`src/ftwb_pkg.sv`:
```
`default_nettype none
package ftwb_pkg;

  typedef enum logic [1:0] {
    REQ_PACKET = 2'd0,
    REQ_ADD    = 2'd1,
    REQ_TICK   = 2'd2,
    REQ_SWEEP  = 2'd3
  } req_e;

  localparam logic [2:0] CFG_LINK_COUNT = 3'd0;
  localparam logic [2:0] CFG_WINDOW0    = 3'd1;
  localparam logic [2:0] CFG_WINDOW3    = 3'd4;
  localparam logic [2:0] CFG_TIMEOUT    = 3'd5;

  localparam logic [31:0] MIX_C1 = 32'h85ebca6b;
  localparam logic [31:0] MIX_C2 = 32'hc2b2ae35;

  localparam int unsigned KEY_W = 104;

  // stored entry with its valid bit
  typedef struct packed {
    logic             valid;
    logic [KEY_W-1:0] key;
    logic [31:0]      bytes;
    logic [1:0]       link;
    logic [31:0]      seen_sec;
  } entry_t;

endpackage
`default_nettype wire

```
`src/ftwb_mixer.sv`:
```
`default_nettype none
// iterative hash: one 32x32 multiplier, used on the two multiply steps
module ftwb_mixer (
  input  wire logic        clk_i,
  input  wire logic        rst_ni,
  input  wire logic        start_i,
  input  wire logic [31:0] seed_i,
  output logic             done_o,
  output logic [31:0]      hash_o
);
  logic [31:0] h_q, h_d;
  logic [2:0]  step_q, step_d;
  logic [31:0] mul_a, mul_b, prod;

  always_comb begin
    mul_a = h_q;
    mul_b = (step_q == 3'd1) ? ftwb_pkg::MIX_C1 : ftwb_pkg::MIX_C2;
    prod  = mul_a * mul_b;
    h_d    = h_q;
    step_d = step_q;
    if (start_i) begin
      h_d    = seed_i ^ (seed_i >> 16);
      step_d = 3'd1;
    end else begin
      case (step_q)
        3'd1: begin h_d = prod;                step_d = 3'd2; end
        3'd2: begin h_d = h_q ^ (h_q >> 13);   step_d = 3'd3; end
        3'd3: begin h_d = prod;                step_d = 3'd4; end
        3'd4: begin h_d = h_q ^ (h_q >> 16);   step_d = 3'd5; end
        default: step_d = 3'd0;
      endcase
    end
  end

  always_ff @(posedge clk_i or negedge rst_ni) begin
    if (!rst_ni) begin
      step_q <= 3'd0;
    end else begin
      step_q <= step_d;
    end
  end

  always_ff @(posedge clk_i) begin
    h_q <= h_d;
  end

  assign done_o = (step_q == 3'd5);
  assign hash_o = h_q;
endmodule
`default_nettype wire

```
`config.mk`:
```
export PLATFORM = sky130hd
export DESIGN_NAME = ftwb_mixer
export DESIGN_NICKNAME = d
export VERILOG_FILES = /design/src/ftwb_pkg.sv /design/src/ftwb_mixer.sv
export SDC_FILE = /design/constraint.sdc
export NUM_CORES = 1
export LEC_CHECK = 0
export BUFFER_PORTS_ARGS = -buffer_cell sky130_fd_sc_hd__buf_2
export CAP_MARGIN = 0
export CELL_PAD_IN_SITES_DETAIL_PLACEMENT = 1
export CELL_PAD_IN_SITES_GLOBAL_PLACEMENT = 1
export CORE_MARGIN = 10
export CORE_UTILIZATION = 46
export DETAILED_ROUTE_END_ITERATION = 8
export HOLD_SLACK_MARGIN = 0.1
export PLACE_DENSITY = 0.84
export SYNTH_ARGS = -nofsm -noshare
export SYNTH_HDL_FRONTEND = slang
export SYNTH_SLANG_ARGS = --single-unit
```
`constraint.sdc`:
```
create_clock -name clk_i -period 8.3 [get_ports clk_i]
set_clock_uncertainty 0.05 [all_clocks]
set_input_delay 1.66 -clock clk_i [delete_from_list [all_inputs] [get_ports clk_i]]
set_output_delay 1.66 -clock clk_i [all_outputs]
set_load 0.005 [all_outputs]
```
==> results.txt <==
----------------------------------------------------
[Yosys]
  Asr flop ratio synth ... 0.0857
  Post-synth cell types ... 57
  Number of enable flip-flop cells after synthesis ... 32
  Post-Synthesis Cell Area ... 0.0140 mm²
  Post-synthesis net count ... 1930
  #FFs+latches synth ... 35
  Fraction of the yosys area taken by sequential cells ... 0.0742
  Proportion of netlist area held by the largest area contributor ... 0.377
  Top_reg_cell synth ... edfxtp_1
  Main area contributors after synthesis ... fa_1 (38%), ha_1 (17%), inv_1 (8.2%), edfxtp_1 (6.9%), xnor2_1 (6.5%)
  Average cell area after synthesis ... 9.71 µm²
  Leading area contributor after synthesis ... fa_1
  Yosys warning total ... 0
  Syn Inst Count ... 1439

[Setup path]
  Depth of the worst register-to-register path ... 24
  FF-to-FF setup slack ... 220 ps
  CP Class ... reg2reg
  Slowest stage cell on the critical path ... or3b_2
  Required time of the critical path ... 8290 ps
  Max stage delay on crit path ... 550 ps
  Critical path endpoint category ... flop
  Reg2reg end ... hash_o[29]$_DFFE_PP_
  Arr. time, crit path ... 8060 ps
  Cell type with the highest occurrence count on the critical path ... fa_1
  Type of origin of the critical path ... flop
  Worst Path Max Fanout ... 9
  R2r startpoint ... step_q[0]$_DFF_PN0_
  Ordered cell list for the critical path ... or3b_2, and2_1, ha_1, fa_1, fa_1, inv_1, fa_1, inv_1, fa_1, inv_1, fa_1, inv_1, fa_1, fa_1, ha_1, a21o_1, a21o_1, a221oi_2, o211ai_1, a41oi_1, o21bai_1, a21oi_1, mux2i_1, a221o_1

[Timing]
  Setup_tns ... 0 ps
  Transition time at the pin with the least slew margin ... 1020 ps
  Min Tclk post-route ... 8080 ps
  Total setup violations reported at the end of the flow ... 0
  Tightest slew margin relative to the limit ... 0.322
  Final-report hold violation count ... 0
  Post-route clock period utilization ... 0.973
  Highest Clock Rate ... 124 MHz
  Final max-slew violation count ... 0

[Clock network]
  Clock net sink count ... 35
  Clk Latency, worst-skew pair ... 290 ps
  Root Buffer ... clkbuf_16
  Worst-case clock buffer depth ... 2
  CTS HTree Levels ... 2
  Number of clock buffers inserted by TritonCTS ... 5
  Worst-path clk slew ... 60 ps
  TritonCTS clock tree ... yes

[Min path]
  Type of the most critical hold path ... reg2reg
  Hold endpoint ... step_q[1]$_DFF_PN0_
  Start point of the worst min-delay path ... step_q[2]$_DFF_PN0_
  Worst hold path depth ... 1

[Placement]
  Inst Count DP ... 1867
  Global placement routability congestion ... 0.983
  Placed wire-length estimate after detailed placement ... 43.7 mm
  Number of input and output port buffers inserted ... 67

[Floorplan]
  Number of top-level design ports ... 68
  Initial core utilization ... 0.469
  Die Width ... 194 µm
  Floorplan row count ... 63
  Die Y ... 194 µm
  Core region area ... 0.0298 mm²
  Total die area ... 0.0377 mm²

[Route]
  Drc violations ... 0
  Wire length per cell ... 27.0 µm
  1st-pass router iterations ... 6
  Met3 wire len ... 4.12 mm
  Antenna viol nets, final ... 0
  Via count ... 11.0k
  Via density per instance ... 5.87
  Total met2 wirelength after detailed routing ... 24.0 mm
  DRT Wirelength ... 50.6 mm
  Wire length on met1 ... 19.9 mm
  Violation count after the first detailed-routing iteration ... 856
  Top routing layer in use ... met4

[Global route]
  Tot GR Track Use ... 0.266
  Number of global-route vias before repair ... 12.4k
  Leftover overflow at the end of global routing ... 0
  Number of antenna violations at the first check in global routing ... 0
  First-pass GRT wire length ... 76.5 mm
  Largest net degree at the start of global routing ... 63

[Run status]
  Result of the run ... complete, no violations

[Final layout]
  Non-filler cells, final ... 1877
  Number of nets in the layout ... 1976
  Filler Cells Inserted ... 3413
  Share of final-layout standard cells stronger than drive strength 1 ... 0.107
  Area growth from synthesis to final layout ... 7.76%

[Run]
  Max-cap violations ... 0

----------------------------------------------------
## cell usage after synthesis (all sizes together) (10+ instances only)
| cell | n |
|---|---|
| a21o | 17 |
| a21oi | 41 |
| a221o | 15 |
| a221oi | 15 |
| and2 | 26 |
| and3 | 37 |
| clkbuf | 72 |
| edfxtp | 32 |
| fa | 263 |
| ha | 193 |
| inv | 307 |
| nand2 | 69 |
| nor2 | 45 |
| nor3 | 12 |
| o21a | 10 |
| o21ai | 22 |
| o221ai | 13 |
| or2 | 21 |
| xnor2 | 103 |
| xor2 | 42 |
## state kept, by name (all words and copies together), names as in the netlist
register  cells
hash_o       32
step_q        3
## timing repair
action / CTS / global route
gates resized for setup: 0 / 8
hold buffers: 0 / 0
endpoints found under the setup margin: 0 / 8
setup buffers: 0 / 1
## worst max path at each step
stage	from	endpoint	slack, ps	cells after the start
after global placement	step_q[1]$_DFF_PN0_	hash_o[30]$_DFFE_PP_	390	23
after global routing	step_q[0]$_DFF_PN0_	hash_o[28]$_DFFE_PP_	-1	30
final	step_q[0]$_DFF_PN0_	hash_o[29]$_DFFE_PP_	220	24
after detailed placement	step_q[1]$_DFF_PN0_	hash_o[29]$_DFFE_PP_	110	25
after floorplan	step_q[2]$_DFF_PN0_	hash_o[29]$_DFFE_PP_	490	30
after CTS	step_q[1]$_DFF_PN0_	hash_o[29]$_DFFE_PP_	120	25
## cells in the final DEF (no fill, tap or decap), types with 41 or more instances in the layout
| master | Yosys | final |
|---|---|---|
| nor2_1 | 45 | 44 |
| ha_1 | 193 | 193 |
| xor2_1 | 42 | 42 |
| buf_4 | 1 | 45 |
| nand2_1 | 68 | 68 |
| xnor2_1 | 103 | 103 |
| buf_2 | 1 | 67 |
| fa_1 | 263 | 263 |
| inv_1 | 307 | 306 |
| a21oi_1 | 41 | 41 |
## through the flow
step           hold slack, ps  utilization  area [µm²]  worst slack [ps]
3_3_place_gp              490        0.499       14900               391
2_1_floorplan             499            -       14000               492
6_report                  548        0.505       15100               224
4_1_cts                   527        0.504       15000               115
5_1_grt                   587        0.505       15100             -1.14
3_5_place_dp              513        0.499       14900               114
## layer usage
layer / track usage / vias up
met5: 0 / -
met1: 0.337 / 5666
met3: 0.0458 / 137
met2: 0.438 / 563
met4: 0.112 / 0
li1: - / 4649
## cell type report
cell class,count,area (µm²),area share
inverter,307,1150,0.0765
timing repair buffer,115,724,0.0481
sequential,35,1040,0.0689
multi-input combinational,1021,11500,0.764
antenna,1,2.50,0.000166
tap,390,488,0.0324
clock inverter,2,12.5,0.000831
clock buffer,6,129,0.00856
## critical path, delay by kind of cell (launching register included)
family / cells / cell delay, ps
compound gates: 8 / 1880
fa+ha+maj: 9 / 4240
simple gates: 2 / 820
flops: 1 / 500
buf+inv: 4 / 250
mux: 1 / 110
## logic make-up after synthesis
family          after synthesis  synth area share
fa+ha+maj                   456             0.550
buf+inv                     383             0.104
simple gates                237            0.0864
compound gates              178            0.0908
xor+xnor                    146            0.0925
flops                        35            0.0742
other cells                   2          0.000538
mux                           2           0.00143
Power is not shown: default switching activity piles up to over one toggle a cycle in this logic, so the estimate is an artifact.
